**config.mk**
```make
export PLATFORM = sky130hd
export DESIGN_NAME = bur_front
export DESIGN_NICKNAME = d
export VERILOG_FILES = /design/src/rtl/core/bur_pkg.sv /design/src/rtl/core/bur_front.sv
export SDC_FILE = /design/constraint.sdc
export NUM_CORES = 1
export LEC_CHECK = 0
export BUFFER_PORTS_ARGS = -buffer_cell sky130_fd_sc_hd__buf_2
export CAP_MARGIN = 20
export CORE_AREA = 2 2 149 151
export CTS_CLUSTER_DIAMETER = 40
export CTS_CLUSTER_SIZE = 8
export DETAILED_ROUTE_END_ITERATION = 6
export DIE_AREA = 0 0 151 153
export GPL_TIMING_DRIVEN = 0
export PLACE_DENSITY = 0.72
export SETUP_SLACK_MARGIN = 0.15
export SYNTH_ARGS = -nofsm -noshare
export SYNTH_HDL_FRONTEND = slang
export SYNTH_SLANG_ARGS = --single-unit
```
**constraint.sdc**
```tcl
create_clock -name clk_i -period 0.8 [get_ports clk_i]
set_clock_uncertainty 0.2 [all_clocks]
set_input_delay 0.08 -clock clk_i [delete_from_list [all_inputs] [get_ports clk_i]]
set_output_delay 0.08 -clock clk_i [all_outputs]
set_load 0.1 [all_outputs]
```
**src/rtl/core/bur_pkg.sv**
```systemverilog
// Package for the baseline UVW rotation block: payload structs, fixed-point
// widths, register indexes and the trig clamp helper. No dependencies.
package bur_pkg;

  localparam int COORD_BITS     = 32;
  localparam int TRIG_BITS      = 32;
  localparam int TRIG_FRAC_BITS = 30;
  localparam int WAVE_BITS      = 32;
  localparam int WAVE_FRAC_BITS = 24;
  localparam int OUT_FRAC_BITS  = 10;
  localparam int OUTW_BITS      = 40;
  localparam int CFG_IDX_BITS   = 1;
  localparam int CFG_DATA_BITS  = 32;

  // clamped trig values span -1.0 .. +1.0 inclusive
  localparam int TW = TRIG_FRAC_BITS + 2;
  // trig times coordinate
  localparam int PW = TW + COORD_BITS;
  // wavelength in millimetres (x1000 needs 10 more bits)
  localparam int DW = WAVE_BITS + 10;
  localparam int MM_PER_M = 1000;

  localparam logic signed [TRIG_BITS-1:0] TRIG_ONE = TRIG_BITS'(1) << TRIG_FRAC_BITS;

  typedef enum logic [CFG_IDX_BITS-1:0] {
    CFG_SIN_DEC = 1'b0,
    CFG_COS_DEC = 1'b1
  } cfg_idx_e;

  typedef struct packed {
    logic signed [COORD_BITS-1:0] x_diff;
    logic signed [COORD_BITS-1:0] y_diff;
    logic signed [COORD_BITS-1:0] z_diff;
    logic signed [TRIG_BITS-1:0]  sin_hour_angle;
    logic signed [TRIG_BITS-1:0]  cos_hour_angle;
    logic [WAVE_BITS-1:0]         wave_len;
  } in_t;

  typedef struct packed {
    logic signed [COORD_BITS-1:0] u_mm;
    logic signed [COORD_BITS-1:0] v_mm;
    logic signed [COORD_BITS-1:0] w_mm;
    logic signed [OUTW_BITS-1:0]  u_waves;
    logic signed [OUTW_BITS-1:0]  v_waves;
    logic signed [OUTW_BITS-1:0]  w_waves;
  } out_t;

  // item after the front end: trig clamped to +-1.0
  typedef struct packed {
    logic signed [COORD_BITS-1:0] x_diff;
    logic signed [COORD_BITS-1:0] y_diff;
    logic signed [COORD_BITS-1:0] z_diff;
    logic signed [TW-1:0]         sin_ha;
    logic signed [TW-1:0]         cos_ha;
    logic [WAVE_BITS-1:0]         wave_len;
  } item_t;

  // rotated coordinates on their way to the divider
  typedef struct packed {
    logic signed [COORD_BITS-1:0] u_mm;
    logic signed [COORD_BITS-1:0] v_mm;
    logic signed [COORD_BITS-1:0] w_mm;
    logic [WAVE_BITS-1:0]         wave_len;
  } rot_t;

  function automatic logic signed [TW-1:0] clamp_trig(input logic [TRIG_BITS-1:0] raw);
    logic signed [TRIG_BITS-1:0] t;
    logic signed [TRIG_BITS-1:0] r;
    t = raw;
    if (t > TRIG_ONE) begin
      r = TRIG_ONE;
    end else if (t < -TRIG_ONE) begin
      r = -TRIG_ONE;
    end else begin
      r = t;
    end
    return r[TW-1:0];
  endfunction

endpackage

```
**src/rtl/core/bur_front.sv**
```systemverilog
// Front end: takes items on the start/busy handshake, clamps the hour-angle
// trig values and registers the item. Depends on bur_pkg.
module bur_front import bur_pkg::*; (
  input  logic  clk_i,
  input  logic  rst_ni,
  input  logic  accept_i,
  input  in_t   in_i,
  output logic  valid_o,
  output item_t item_o
);

  logic  valid_q;
  item_t item_q, item_d;

  always_comb begin
    item_d.x_diff   = in_i.x_diff;
    item_d.y_diff   = in_i.y_diff;
    item_d.z_diff   = in_i.z_diff;
    item_d.sin_ha   = clamp_trig(in_i.sin_hour_angle);
    item_d.cos_ha   = clamp_trig(in_i.cos_hour_angle);
    item_d.wave_len = in_i.wave_len;
  end

  always_ff @(posedge clk_i or negedge rst_ni) begin
    if (!rst_ni) begin
      valid_q <= 1'b0;
    end else begin
      valid_q <= accept_i;
    end
  end

  always_ff @(posedge clk_i) begin
    if (accept_i) begin
      item_q <= item_d;
    end
  end

  assign valid_o = valid_q;
  assign item_o  = item_q;

endmodule

```
==> flow_summary_export.csv <==
group,metric,value,unit
status,status,"finished with violations",
status,violations,"hold timing, setup timing",
grt,use_met3,6.39,%
min_path,hold_path.startpoint,"in_i[100]",
worst_setup_path,critPathCaptureType,"flop",
power_and_ir_drop,power,29.8,mW
worst_setup_path,critPathSlowestCell,"or4_4",
worst_setup_path,crit_top_cell,"buf_6",
worst_setup_path,cp_max_fo,6,
worst_setup_path,crit_path_cell_trace,"buf_6 > or4_4 > nor4_4 > a41oi_4 > buf_6 > nor2_4",
cts,clkTransAtPathRegs,0.08,ns
power_and_ir_drop,ir_drop,1.26,mV
cells_and_area,instances_no_fill,1069,
synth,synth.area.top_cells,"edfxtp_1 (89%), nand2_1 (3.5%), nor2_1 (3.5%)",
cts,cts_buffers,17,
place,pre_cts_slack,-1.00,ns
floorplan,ioPinCount,388,
cts,cts-root-buf,"clkbuf_16",
detailed_routing,wl_per_cell,18.6,um
power_and_ir_drop,power.density,2610,nW/um2
cts,cts_num_sinks,193,
detailed_routing,drtAntennaViolNets,0,
synth,ys_types,17,
min_path,hold_end,"item_o[100]",
sta,rsz0062_at_grt,"true",
grt,antenna_found_initial,4,
power_and_ir_drop,p_int,18.4,mW
worst_setup_path,critPathBufInv,2,
sta,fin_crit_sh,171,%
grt,grt_pass1_vias,4944,
grt,grt_pass1_wl,28.0,mm
synth,syn_inst,354,
floorplan,die_w,151,um
sta,slew_violations,0,
worst_setup_path,startpoint_type,"primary input",
cts,cts-htree-levels,4,
cells_and_area,area_delta_synth_final,75.4,%
worst_setup_path,crit_family,"simple AND/OR/NAND/NOR gates",
sta,worstMarginPinSlew,0.559,ns
cells_and_area,drive_above_1_share,63.9,%
sta,finalSetupViolations,253,
sta,hold_violations,279,
worst_setup_path,cp.required,0.88,ns
floorplan,core_area,21500,um2
worst_setup_path,slowest_delay,0.53,ns
detailed_routing,vias,4751,
sta,fin_crit,1.37,ns
synth,yosys_warnings,0,
min_path,hold-path-cell-count,1,
floorplan,dieHeight,153,um
cells_and_area,nFillCells,1706,
sta,timing.final.ws_setup,-0.570,ns
synth,ys_ff_latch,193,
detailed_routing,firstDrtPassIters,5,
synth,netlist.top_cell.by_area,"edfxtp_1",
place,numPortBuffers,387,
detailed_routing,vias_per_cell,4.44,
place,gp_congestion,0.819,
power_and_ir_drop,leakagePower,4.70,nW
sta,fin_hold_ws,-0.372,ns
worst_setup_path,critical_path_class,"primary input to flop",
grt,grt_max_degree,45,
grt,busiest_layer,"met2",
cells_and_area,nNetsFinal,969,
power_and_ir_drop,share_comb_of_total_power,31.3,%
power_and_ir_drop,seqPwrFrac,41.8,%
synth,synth_top_area_share,88.6,%
cells_and_area,finish.utilization,53.1,%
detailed_routing,drt_iter0_markers,247,
min_path,min_path_type,"primary input to flop",
floorplan,start_util,30.3,%
sta,max_freq,730,MHz
cts,clock_path_buffers,2,
cts,cts_tree,"done",
cts,ctsHoldBuffers,1,
sta,max_slew_margin,62.4,%
job,maxCapViolations,0,
power_and_ir_drop,p_sw_share,38.3,%
floorplan,rows,54,
grt,grtUsageTotal,16.5,%
grt,grt.met2_usage,29.8,%
synth,syn_nets,549,
power_and_ir_drop,clockPowerShare,26.9,%
place,dp.cells,1022,
worst_setup_path,arrival,1.45,ns
synth,synth-seq-area-share,89.0,%
place,dpl.hpwl,13.1,mm
detailed_routing,drcViolationCount,0,
synth,syn_area,6510,um2
grt,groute.layer.met1.usage,17.2,%
floorplan,die_area,23100,um2
power_and_ir_drop,p_switching,11.4,mW
grt,grt_overflow,0,
detailed_routing,routed_wl,19.9,mm
synth,avgSynthCellArea,18.4,um2
## worst max-delay path by stage
stage	end	start	slack (ns)	cells after the start
CTS	valid_o	valid_o	-0.58	1
detailed placement	item_o[64]	in_i[67]	-1.00	6
global placement	item_o[175]	accept_i	-2.99	1
finish	item_o[40]	in_i[34]	-0.57	6
floorplan	item_o[32]	in_i[34]	-0.73	5
global route	valid_o	valid_o	-0.59	1
## layer usage
| layer | vias to the layer above | part of all wire (%) |
|---|---|---|
| met5 | - | 0.11 |
| met4 | 4 | 2.1 |
| met3 | 27 | 9.6 |
| met2 | 282 | 53 |
| met1 | 2284 | 35 |
| li1 | 2154 | - |
## registers in the layout (all words and copies together), names as in the netlist
| register | cells |
|---|---|
| valid_o | 1 |
| item_o | 192 |
## cell families after synthesis
kind of cell | count (synthesis) | share of synthesized area, %
DFF | 193 | 89.0
buffers and inverters | 15 | 1.21
AOI/OAI and AO/OA | 2 | 0.404
and+or+nand+nor | 144 | 9.38
## stage by stage
| stage | setup TNS, ns | cell area [um2] |
|---|---|---|
| after detailed placement | -225.57 | 8920 |
| after global routing | -132.52 | 11400 |
| after global placement | -667.39 | 8880 |
| final | -122.67 | 11400 |
| after floorplan | -109.20 | 6590 |
| after CTS | -125.53 | 11200 |
## synthesized netlist by cell type (all sizes together)
library cell    n
and4            1
o211a           1
edfxtp        192
dfrtp           1
or4             1
clkbuf         11
nand4           2
nand2b          3
nor2           61
buf             3
inv             1
nor4           14
nand2          60
a41oi           1
or2             2
## power by group through the flow
stage / clock, mW / sequential (mW) / combinational [mW]
6_report: 8.03 / 12.5 / 9.33
2_1_floorplan: 0 / 18.4 / 0.299
3_5_place_dp: 0 / 12.5 / 7.87
5_1_grt: 8.63 / 12.5 / 9.54
4_1_cts: 8.28 / 12.5 / 9.16
3_3_place_gp: 0 / 12.5 / 7.80
## area by class of cell
class	instances	area [um2]	area share (%)
inverters	1	3.75	0.0329
clock buffers	17	425	3.73
well taps	280	350	3.07
multi-input cells	146	1070	9.41
repair buffers	401	3500	30.7
flip-flops and latches	193	5790	50.8
plain buffers	14	129	1.13
diodes	2	5.00	0.0439
clock inverters	15	125	1.10
## placed cells by master, fill, tap and decap left out
cell type / n
buf_2: 187
nor2_1: 8
buf_4: 1
dlygate4sd3_1: 1
nor2_4: 38
buf_12: 1
and4_2: 1
bufbuf_16: 2
nor2_2: 15
o211a_4: 1
or2_4: 2
edfxtp_1: 192
clkinv_4: 4
a41oi_4: 1
diode_2: 2
nand2b_1: 3
buf_6: 199
clkbuf_1: 8
buf_16: 5
buf_8: 9
inv_8: 4
nor4_4: 5
nor4_2: 3
inv_6: 3
nor4_1: 6
dfrtp_4: 1
clkbuf_16: 19
clkinvlp_4: 1
clkinv_1: 3
or4_4: 1
inv_1: 1
nand4_1: 2
nand2_1: 60
## what timing repair did
action	CTS	global route
resized for setup	460	61
pin swaps	29	9
setup buffers	0	1
endpoints found under the setup margin	445	253
gates cloned	11	0
endpoints found under the hold margin	298	279
Note: power is estimated with default switching activity, not from simulation.
