### src/rtl/core/bur_pkg.sv
// Package for the baseline UVW rotation block: payload structs, fixed-point
// widths, register indexes and the trig clamp helper. No dependencies.
package bur_pkg;

  localparam int COORD_BITS     = 32;
  localparam int TRIG_BITS      = 32;
  localparam int TRIG_FRAC_BITS = 30;
  localparam int WAVE_BITS      = 32;
  localparam int WAVE_FRAC_BITS = 24;
  localparam int OUT_FRAC_BITS  = 10;
  localparam int OUTW_BITS      = 40;
  localparam int CFG_IDX_BITS   = 1;
  localparam int CFG_DATA_BITS  = 32;

  // clamped trig values span -1.0 .. +1.0 inclusive
  localparam int TW = TRIG_FRAC_BITS + 2;
  // trig times coordinate
  localparam int PW = TW + COORD_BITS;
  // wavelength in millimetres (x1000 needs 10 more bits)
  localparam int DW = WAVE_BITS + 10;
  localparam int MM_PER_M = 1000;

  localparam logic signed [TRIG_BITS-1:0] TRIG_ONE = TRIG_BITS'(1) << TRIG_FRAC_BITS;

  typedef enum logic [CFG_IDX_BITS-1:0] {
    CFG_SIN_DEC = 1'b0,
    CFG_COS_DEC = 1'b1
  } cfg_idx_e;

  typedef struct packed {
    logic signed [COORD_BITS-1:0] x_diff;
    logic signed [COORD_BITS-1:0] y_diff;
    logic signed [COORD_BITS-1:0] z_diff;
    logic signed [TRIG_BITS-1:0]  sin_hour_angle;
    logic signed [TRIG_BITS-1:0]  cos_hour_angle;
    logic [WAVE_BITS-1:0]         wave_len;
  } in_t;

  typedef struct packed {
    logic signed [COORD_BITS-1:0] u_mm;
    logic signed [COORD_BITS-1:0] v_mm;
    logic signed [COORD_BITS-1:0] w_mm;
    logic signed [OUTW_BITS-1:0]  u_waves;
    logic signed [OUTW_BITS-1:0]  v_waves;
    logic signed [OUTW_BITS-1:0]  w_waves;
  } out_t;

  // item after the front end: trig clamped to +-1.0
  typedef struct packed {
    logic signed [COORD_BITS-1:0] x_diff;
    logic signed [COORD_BITS-1:0] y_diff;
    logic signed [COORD_BITS-1:0] z_diff;
    logic signed [TW-1:0]         sin_ha;
    logic signed [TW-1:0]         cos_ha;
    logic [WAVE_BITS-1:0]         wave_len;
  } item_t;

  // rotated coordinates on their way to the divider
  typedef struct packed {
    logic signed [COORD_BITS-1:0] u_mm;
    logic signed [COORD_BITS-1:0] v_mm;
    logic signed [COORD_BITS-1:0] w_mm;
    logic [WAVE_BITS-1:0]         wave_len;
  } rot_t;

  function automatic logic signed [TW-1:0] clamp_trig(input logic [TRIG_BITS-1:0] raw);
    logic signed [TRIG_BITS-1:0] t;
    logic signed [TRIG_BITS-1:0] r;
    t = raw;
    if (t > TRIG_ONE) begin
      r = TRIG_ONE;
    end else if (t < -TRIG_ONE) begin
      r = -TRIG_ONE;
    end else begin
      r = t;
    end
    return r[TW-1:0];
  endfunction

endpackage

### src/rtl/core/bur_queue.sv
// Two-entry queue between front end and back end; the head is popped
// whenever present. Depends on bur_pkg.
module bur_queue import bur_pkg::*; (
  input  logic  clk_i,
  input  logic  rst_ni,
  input  logic  push_i,
  input  item_t item_i,
  output logic  valid_o,
  output item_t item_o,
  output logic  full_o
);

  item_t      mem_q [2];
  logic       wr_ptr_q, rd_ptr_q;
  logic [1:0] cnt_q, cnt_d;
  logic       pop;

  assign pop   = (cnt_q != 2'd0);
  assign cnt_d = cnt_q + 2'(push_i) - 2'(pop);

  always_ff @(posedge clk_i or negedge rst_ni) begin
    if (!rst_ni) begin
      wr_ptr_q <= 1'b0;
      rd_ptr_q <= 1'b0;
      cnt_q    <= 2'd0;
    end else begin
      if (push_i) wr_ptr_q <= ~wr_ptr_q;
      if (pop)    rd_ptr_q <= ~rd_ptr_q;
      cnt_q <= cnt_d;
    end
  end

  always_ff @(posedge clk_i) begin
    if (push_i) begin
      mem_q[wr_ptr_q] <= item_i;
    end
  end

  assign valid_o = pop;
  assign item_o  = mem_q[rd_ptr_q];
  assign full_o  = (cnt_q == 2'd2);

endmodule

### config.mk
export PLATFORM = sky130hd
export DESIGN_NAME = bur_queue
export DESIGN_NICKNAME = d
export VERILOG_FILES = /design/src/rtl/core/bur_pkg.sv /design/src/rtl/core/bur_queue.sv
export SDC_FILE = /design/constraint.sdc
export NUM_CORES = 1
export LEC_CHECK = 0
export BUFFER_PORTS_ARGS = -buffer_cell sky130_fd_sc_hd__buf_2
export CAP_MARGIN = 20
export CORE_AREA = 2 2 180 165
export CTS_CLUSTER_SIZE = 25
export DETAILED_ROUTE_END_ITERATION = 7
export DIE_AREA = 0 0 182 167
export GPL_TIMING_DRIVEN = 1
export PLACE_DENSITY = 0.73
export SLEW_MARGIN = 20
export SYNTH_ARGS = -nofsm -noshare
export SYNTH_HDL_FRONTEND = slang
export SYNTH_SLANG_ARGS = --single-unit
### constraint.sdc
create_clock -name clk_i -period 12.65 [get_ports clk_i]
set_input_delay 0.6325 -clock clk_i [delete_from_list [all_inputs] [get_ports clk_i]]
set_output_delay 0.6325 -clock clk_i [all_outputs]
set_load 0.02 [all_outputs]
==> results of run 1 <==
[synth_stat cells (all sizes together)]
master  count
nand2       1
mux2      192
buf        21
and2        1
nor2b       3
xor2        2
xnor2       1
edfxtp    384
ha          1
dfrtp       4
or2         1
[through the flow]
| step | std cells | area, um2 | hold slack [ns] | setup WS [ns] |
|---|---|---|---|---|
| 2_1_floorplan | 611 | 14000 | 0.337 | 2.97 |
| 3_3_place_gp | 1351 | 16300 | 0.441 | 9.47 |
| 3_5_place_dp | 1351 | 16300 | 0.443 | 9.46 |
| 4_1_cts | 1421 | 17600 | 0.281 | 8.90 |
| 5_1_grt | 1423 | 17600 | 0.281 | 8.79 |
| 6_report | 1425 | 17600 | 0.306 | 8.93 |
[sequential cells by signal, summed over array words and instances (netlist names)]
name      cells
rd_ptr_q      1
mem_q       384
wr_ptr_q      1
cnt_q         2
[worst max-delay path, stage by stage (launching register included)]
cell and delay, ns:
dfrtp_4 0.92, buf_4 0.90, mux2_2 0.43, buf_2 0.17
[cell families (layout without fill, tap and decap cells)]
kind of cell | after synthesis | count (layout)
AND/OR/NAND/NOR | 6 | 6
XOR/XNOR | 3 | 3
adder cells (fa/ha/maj) | 1 | 1
multiplexers | 192 | 192
flip-flops | 388 | 388
buffers and inverters | 21 | 465
other | 0 | 4
[layout make-up]
class,count,share of cell area (%)
diodes,4,0.0568
clock buffers,47,5.95
clock inverters,22,1.30
multi-input cells,202,12.7
flip-flops and latches,388,66.0
well taps,366,2.60
repair buffers,396,11.4
[routing by layer]
metal / vias up / track usage [%] / wire length [um]
met5: - / 0 / 69
met4: 10 / 7.01 / 841
met3: 69 / 7.26 / 2570
met2: 288 / 31.5 / 14400
met1: 3584 / 19.7 / 10600
li1: 3290 / - / -
[power groups by stage]
stage | Clock, mW | Combinational [mW] | Sequential, mW
2_1_floorplan | 0 | 0.919 | 1.83
4_1_cts | 1.17 | 1.28 | 1.79
6_report | 1.14 | 1.26 | 1.79
5_1_grt | 1.22 | 1.33 | 1.81
3_5_place_dp | 0 | 1.27 | 1.82
3_3_place_gp | 0 | 1.27 | 1.80
[worst paths after layout]
check,to,cells after the start,slack [ns],from
worst max-delay path,item_o[96],3,8.93,rd_ptr_q
worst min-delay path,mem_q[0][110],1,0.31,item_i[110]
worst max register to register,mem_q[0][41],3,9.87,wr_ptr_q
worst min register to register,wr_ptr_q,1,0.59,wr_ptr_q
max in group asynchronous,rd_ptr_q,2,12.06,rst_ni
min in group asynchronous,wr_ptr_q,2,0.46,rst_ni
==> results.txt, run 1 <==
* DRC marker count from the first detailed-route iteration: 381
- Global-route wire length before repair: 41.8 mm
- Fill cells in the final layout number 2095.
* Die Footprint: 30400 um2
* Fraction of power consumed by combinational cells: 30.1%
- The number of nets handed over by synthesis was 807.
- Once the floorplan was initialized, standard cells occupied 49.3% of the core.
- Counting along the longest clock path gives a buffer depth of 3.
- Share of Yosys cell area claimed by the top area cell type: 82.1%
- Initial antenna violation count: 12
- Setup violations remaining at the end of the flow were counted as 0.
- Gate count after technology mapping: 611
- The min-delay analysis places its worst path in the category in -> reg.
* Distinct cells, synth: 13
* Share of total power consumed by net switching: 31.3%
* Final Util: 61.9%
* Number of hold-slack violations in the final timing report: 0
- Pin placement for this block handled 389 I/O pins.
* Cells taking the most area after synthesis: edfxtp_1 82%, mux2_2 15%, dfrtp_1 0.71%
- Cts bufs inserted: 39
- Leading cell type in the layout, fill and taps excluded: buf_2
- Relative to the synthesized area, the layout overhead comes to 25.5%.
- Dividing the detail-routed wire length by the instance count gives 20.0 um.
- Fraction of final layout cells with drive strength greater than 1: 61.3%
- Relative contribution of sequential cells to total power: 42.6%
- Total number of vias: 7241
- Peak supply drop: 0.156 mV
- After synthesis the netlist holds a flip-flop and latch count of 388.
- Entering global routing, the biggest net connects 79 pins.
* Crit Path Category: reg -> out
- Internal: 2.88 mW
- Die X: 182 um
* Vertical die dimension: 167 um
- Total global routing track utilization: 18.1%
- The clock reaches the later pin of the worst-skew pair after 0.51 ns.
- For the final database, setup skew stands at 0.0149 ns.
- Number of synthesis warnings: 0
- Clock-pin slew reported for the worst setup and hold paths after clock tree synthesis: 0.06 ns
- The synthesized netlist devotes 0.0891% of its cell area to adder and majority cells.
- Static power due to leakage: 6.64 nW
* Most frequent cells in the layout: 388 x buf_2, 384 x edfxtp_1, 192 x mux2_2, 41 x clkbuf_16, 9 x clkinv_2
* Area fraction in compound gates after synthesis: 0%
- Mean post-synth cell area: 23.0 um2
* Worst-case headroom to the max-slew limit: 27.2%
- Number of global-route vias before repair: 7637
* Max-cap violations: 0
- Quantity of hold-fixing buffers added after cts: 1
* Multiplexer share of the synthesized area: 15.4%
- STA classifies the critical path startpoint as a flop.
- Number of H-tree branching levels: 2
- GPL Wtd Cong: 0.749
* Count of buffers from port buffering: 388
- Leading area contributor after synthesis: edfxtp_1
- Slew at the pin closest to its max-slew limit: 1.09 ns
- Placement Rows: 59
* Total area of multi-input combinational cells: 2250 um2
* Share of total power in the clock network: 27.2%
- After detailed routing, the total wire length is 28.5 mm.
- Along the worst path, the maximum fanout reaches 78.
- Simple-gate share of the synthesized area: 0.249%
- In this run the power density over the cells is 238 nW/um2.
- Setup crit end kind: primary output
- After synthesis, the largest family of logic cells by area is multiplexers.
* Max-slew violation count: 0
* Tcrit/Tclk final: 29.4%
- Netlist area before placement: 14000 um2
* DRT antenna net count: 0
- Register Area: 11600 um2
- The analysis attributes to net switching a power of 1.31 mW.
* Post-cts resize count: 0
* DR pass1 iterations: 4
- Count of unresolved DRC violations after routing: 0
* Fmax: 269 MHz
- WP data arrival: 3.09 ns
- Sequential fraction of the synthesis area: 82.8%
* Number of nets at the end of the flow: 1223
* Share of the synthesized netlist area taken by xor and xnor gates: 0.187%
* Required time of the worst setup path: 12.02 ns
- CTS tree: done
* Total design power: 4.19 mW
- Setup repair after global routing left no endpoint under its margin.
- Clk sinks: 388
- Detailed-route vias per instance: 5.08
- The tree is rooted in a clkbuf_16.
- Post-route minimum period: 3.72 ns
* Area of the core: 28500 um2
- Once detailed placement completed, the half-perimeter wirelength came to 18.7 mm.
* Result of the run: complete, no violations
- Post CTS Setup Buffer Count: 0
* Aggregate global routing overflow: 0
* TNS Setup: 0 ns
Note: power is estimated with default switching activity, not from simulation.
==> run 2, diff against run 1 <==
- ABC_AREA: unset -> 1
- CORE_AREA: 2 2 180 165 -> 2 2 187 171
- DIE_AREA: 0 0 182 167 -> 0 0 189 173
- PLACE_DENSITY: 0.73 -> 0.72
- clock period: 12.65 -> 3.13 ns (I/O delays scaled with it)
==> results.txt, run 2 <==
- The largest net degree at the start of global routing came to 194 (+150%).
* Initial standard-cell utilization of the core: 46.6% (-2.7 points)
- Cts bufs inserted: 39 (unchanged)
* Total design power: 14.9 mW (+260%)
- Share of total power in the clock network: 30.0% (+2.8 points)
- Area of the core: 30600 um2 (+7.4%)
- Peak supply drop: 0.699 mV (+350%)
* DRT antenna net count: 0 (unchanged)
- Most frequent cells in the layout: 581 x nand2_1, 388 x buf_2, 384 x edfxtp_1, 195 x dlygate4sd3_1, 41 x clkbuf_16
- WP data arrival: 2.37 ns (-0.72 ns)
- Clock-pin slew reported for the worst setup and hold paths after clock tree synthesis: 0.06 ns (about the same)
- Most used standard cell by instance count after synthesis: nand2_1
- The die span in y is 173 um (+3.6%).
* Die X: 189 um (+3.8%)
* Detailed Route WL: 36.7 mm (+29%)
- The number of synthesis warnings is 0 (unchanged).
- The part of the total power dissipated in combinational logic is 22.2% (-7.9 points).
- Global-route wire length before repair: 56.3 mm (+35%)
* Total area of multi-input combinational cells: 2240 um2 (-0.11%)
- DR pass1 iterations: 5 (+1)
* Filler cells: 2110 (+0.72%)
* Static power due to leakage: 8.44 nW (+27%)
- Netlist area before placement: 14300 um2 (+1.5%)
* Crit Path Category: reg -> out
- Fraction of final layout cells with drive strength greater than 1: 27.6% (-34 points)
- Met1 routing resource usage after global routing: 25.3% (+5.6 points)
- GPL Wtd Cong: 0.813 (+8.4%)
* Class of the most critical hold timing path: in -> reg
* Leading cell type in the layout, fill and taps excluded: nand2_1
* Distinct cells, synth: 13 (unchanged)
- The remaining max-slew budget at the tightest pin was 20.0% (-7.2 points).
- The setup TNS was 0 ns (unchanged).
- Clock tree root driver cell: clkbuf_16
- Number of standard cells in the final layout excluding fillers: 2052 (+44%)
- STA classifies the critical path startpoint as a flop.
- GR met3 Demand/Resource: 6.88% (-0.38 points)
- mem_q holds more flip-flops than any other register.
* Internal: 10.5 mW (+260%)
- The total via count in the routed design came to 10018 (+38%).
- Post-route minimum period: 2.53 ns
* Detailed-route vias per instance: 4.88 (-3.9%)
* Share of Yosys cell area claimed by the top area cell type: 80.9% (-1.2 points)
* Number of nets at the end of the flow: 1812 (+48%)
* Max FFs per register: 384 (unchanged)
* Post CTS Setup Buffer Count: 0 (unchanged)
* Setup crit end kind: primary output
- Clock Tree Buf Depth: 3 (unchanged)
- By count the netlist is led by 582 x nand2_1, 384 x edfxtp_1, 21 x buf_6.
* Max-slew violation count: 0 (unchanged)
- From synthesis to final layout, the design area changed by 38.0%.
- The count of placed standard cells including taps came to 1789 (+32%).
- Final worst clock skew: 0.0127 ns (-0.00219 ns)
- Final Util: 64.3% (+2.4 points)
* Count of buffers from port buffering: 388 (unchanged)
- Net switching component of the power: 4.42 mW (+240%)
- Relative contribution of sequential cells to total power: 47.8% (+5.2 points)
- Sequential fraction of the synthesis area: 81.6% (-1.2 points)
- Mean post-synth cell area: 13.9 um2 (-40%)
- Share of synthesized flip-flops with an asynchronous set or reset: 1.03% (unchanged)
- Met2 track demand over resource: 38.9% (+7.3 points)
- Leading area contributor after synthesis: edfxtp_1
- Required time of the worst setup path: 2.97 ns (-9.05 ns)
- Dividing the final minimum period by the clock period gives 80.9%.
- The number of standard-cell rows in the floorplan was 61 (+3.4%).
- The number of design rule violations left after detail routing came to 0 (unchanged).
- The hold buffer count at CTS was 195 (+194).
* Fmax: 395 MHz
* CTS tree: done
* Initial antenna violation count: 2 (-10)
- The via count of the first global-routing pass was 10519 (+38%).
- Post-cts resize count: 0 (unchanged)
- Slew at the pin closest to its max-slew limit: 1.20 ns (+0.108 ns)
* Result of the run: complete, no violations
- Final setup violation count: 0 (unchanged)
- The storage element area came to 11600 um2 (unchanged).
- Register bit count reported by yosys: 388 (unchanged)
* Power Density: 757 nW/um2 (+220%)
- In the final layout, the registers with the most flip-flops are mem_q x384, cnt_q x2.
* Max-cap violations: 0 (unchanged)
* Net count after synthesis: 1222 (+51%)
* Clk sinks: 388 (unchanged)
- Gate count after technology mapping: 1026 (+68%)
- The count of boundary I/O pins was 389 (unchanged).
- By area the synthesized netlist is led by edfxtp_1 81%, nand2_1 15%, buf_6 1.7%.
- The maximum fanout along the worst path was 193 (+150%).
- Clock latency of the later-clocked register in the worst-skew pair: 0.52 ns (about the same)
- The final count of hold timing violations came to 0 (unchanged).
- Die Footprint: 32700 um2 (+7.6%)
- Number of H-tree branching levels: 2 (unchanged)
* DP Wirelength: 20.6 mm (+11%)
- Setup repair after global routing left no endpoint under its margin.
* Wirelength per Cell: 17.9 um (-11%)
- The fraction of power spent switching nets came to 29.7% (-1.7 points).
- The residual overflow from global routing came to 0 (unchanged).
- Most congested layer reported by global routing: met2
- The number of synthesized flops with an enable pin was 384 (unchanged).
* Top FF cell, synth: edfxtp_1
- The overall routing resource usage was 21.9% (+3.8 points).
- The detailed router's first-iteration violation count was 765 (+100%).
## run 2: cell types whose count changed after synthesis, moves of 4 or more
cell,previous run,this run
nand2_1,1,582
mux2_2,192,0
buf_6,8,21
buf_2,2,11
inv_1,0,4
nor2_1,0,4
## run 2: final timing paths
| kind | slack (ns) | depth (start not counted) | to | from |
|---|---|---|---|---|
| max | 0.60 | 4 | item_o[182] | rd_ptr_q |
| min | 0.36 | 2 | mem_q[1][24] | item_i[24] |
| max reg2reg | 1.58 | 2 | mem_q[0][49] | wr_ptr_q |
| min reg2reg | 0.58 | 1 | wr_ptr_q | wr_ptr_q |
| max in group asynchronous | 2.38 | 3 | rd_ptr_q | rst_ni |
| min in group asynchronous | 0.56 | 3 | cnt_q[1] | rst_ni |
## run 2: cell families after synthesis
| family | Yosys count | synth area share, % |
|---|---|---|
| buffers and inverters | 48 | 2.77 |
| adders and majority gates | 1 | 0.0877 |
| and+or+nand+nor | 587 | 15.5 |
| DFF | 388 | 81.6 |
| AOI/OAI and AO/OA | 1 | 0.0351 |
| xor gates and xnor gates | 1 | 0.0614 |
## run 2: metal layers
layer	part of all wire, %	up-vias
met5	0	-
met2	51	544
met3	11	67
met1	36	4765
li1	-	4642
met4	2.3	0
## run 2: stage by stage
step                      setup slack, ns  hold slack [ns]  cell area [um2]
after floorplan                    -0.615           -0.139            14300
after global placement               1.32          -0.0357            16500
after detailed placement             1.26          -0.0338            16500
after CTS                           0.701            0.337            19700
after global routing                0.608            0.353            19700
final                               0.599            0.358            19700
## run 2: layout make-up
type | instances | area share [%]
Tap cell | 409 | 2.60
Multi-Input combinational cell | 590 | 11.4
Sequential cell | 388 | 59.1
Clock inverter | 18 | 0.833
Inverter | 5 | 0.140
Timing Repair Buffer | 592 | 20.5
Clock buffer | 48 | 5.35
Antenna cell | 2 | 0.0254
## run 2: power groups by stage
stage | Clock (mW) | Combinational [mW] | Sequential (mW)
2_1_floorplan | 0 | 1.94 | 7.25
3_3_place_gp | 0 | 3.06 | 7.17
3_5_place_dp | 0 | 3.08 | 7.21
4_1_cts | 4.53 | 3.29 | 7.11
5_1_grt | 4.73 | 3.58 | 7.20
6_report | 4.46 | 3.31 | 7.12
## run 2: critical path: stages (launching register included)
cell and delay [ns]:
dfrtp_4 0.45, buf_12 0.43, nand2_1 0.20, nand2_1 0.15
buf_2 0.17
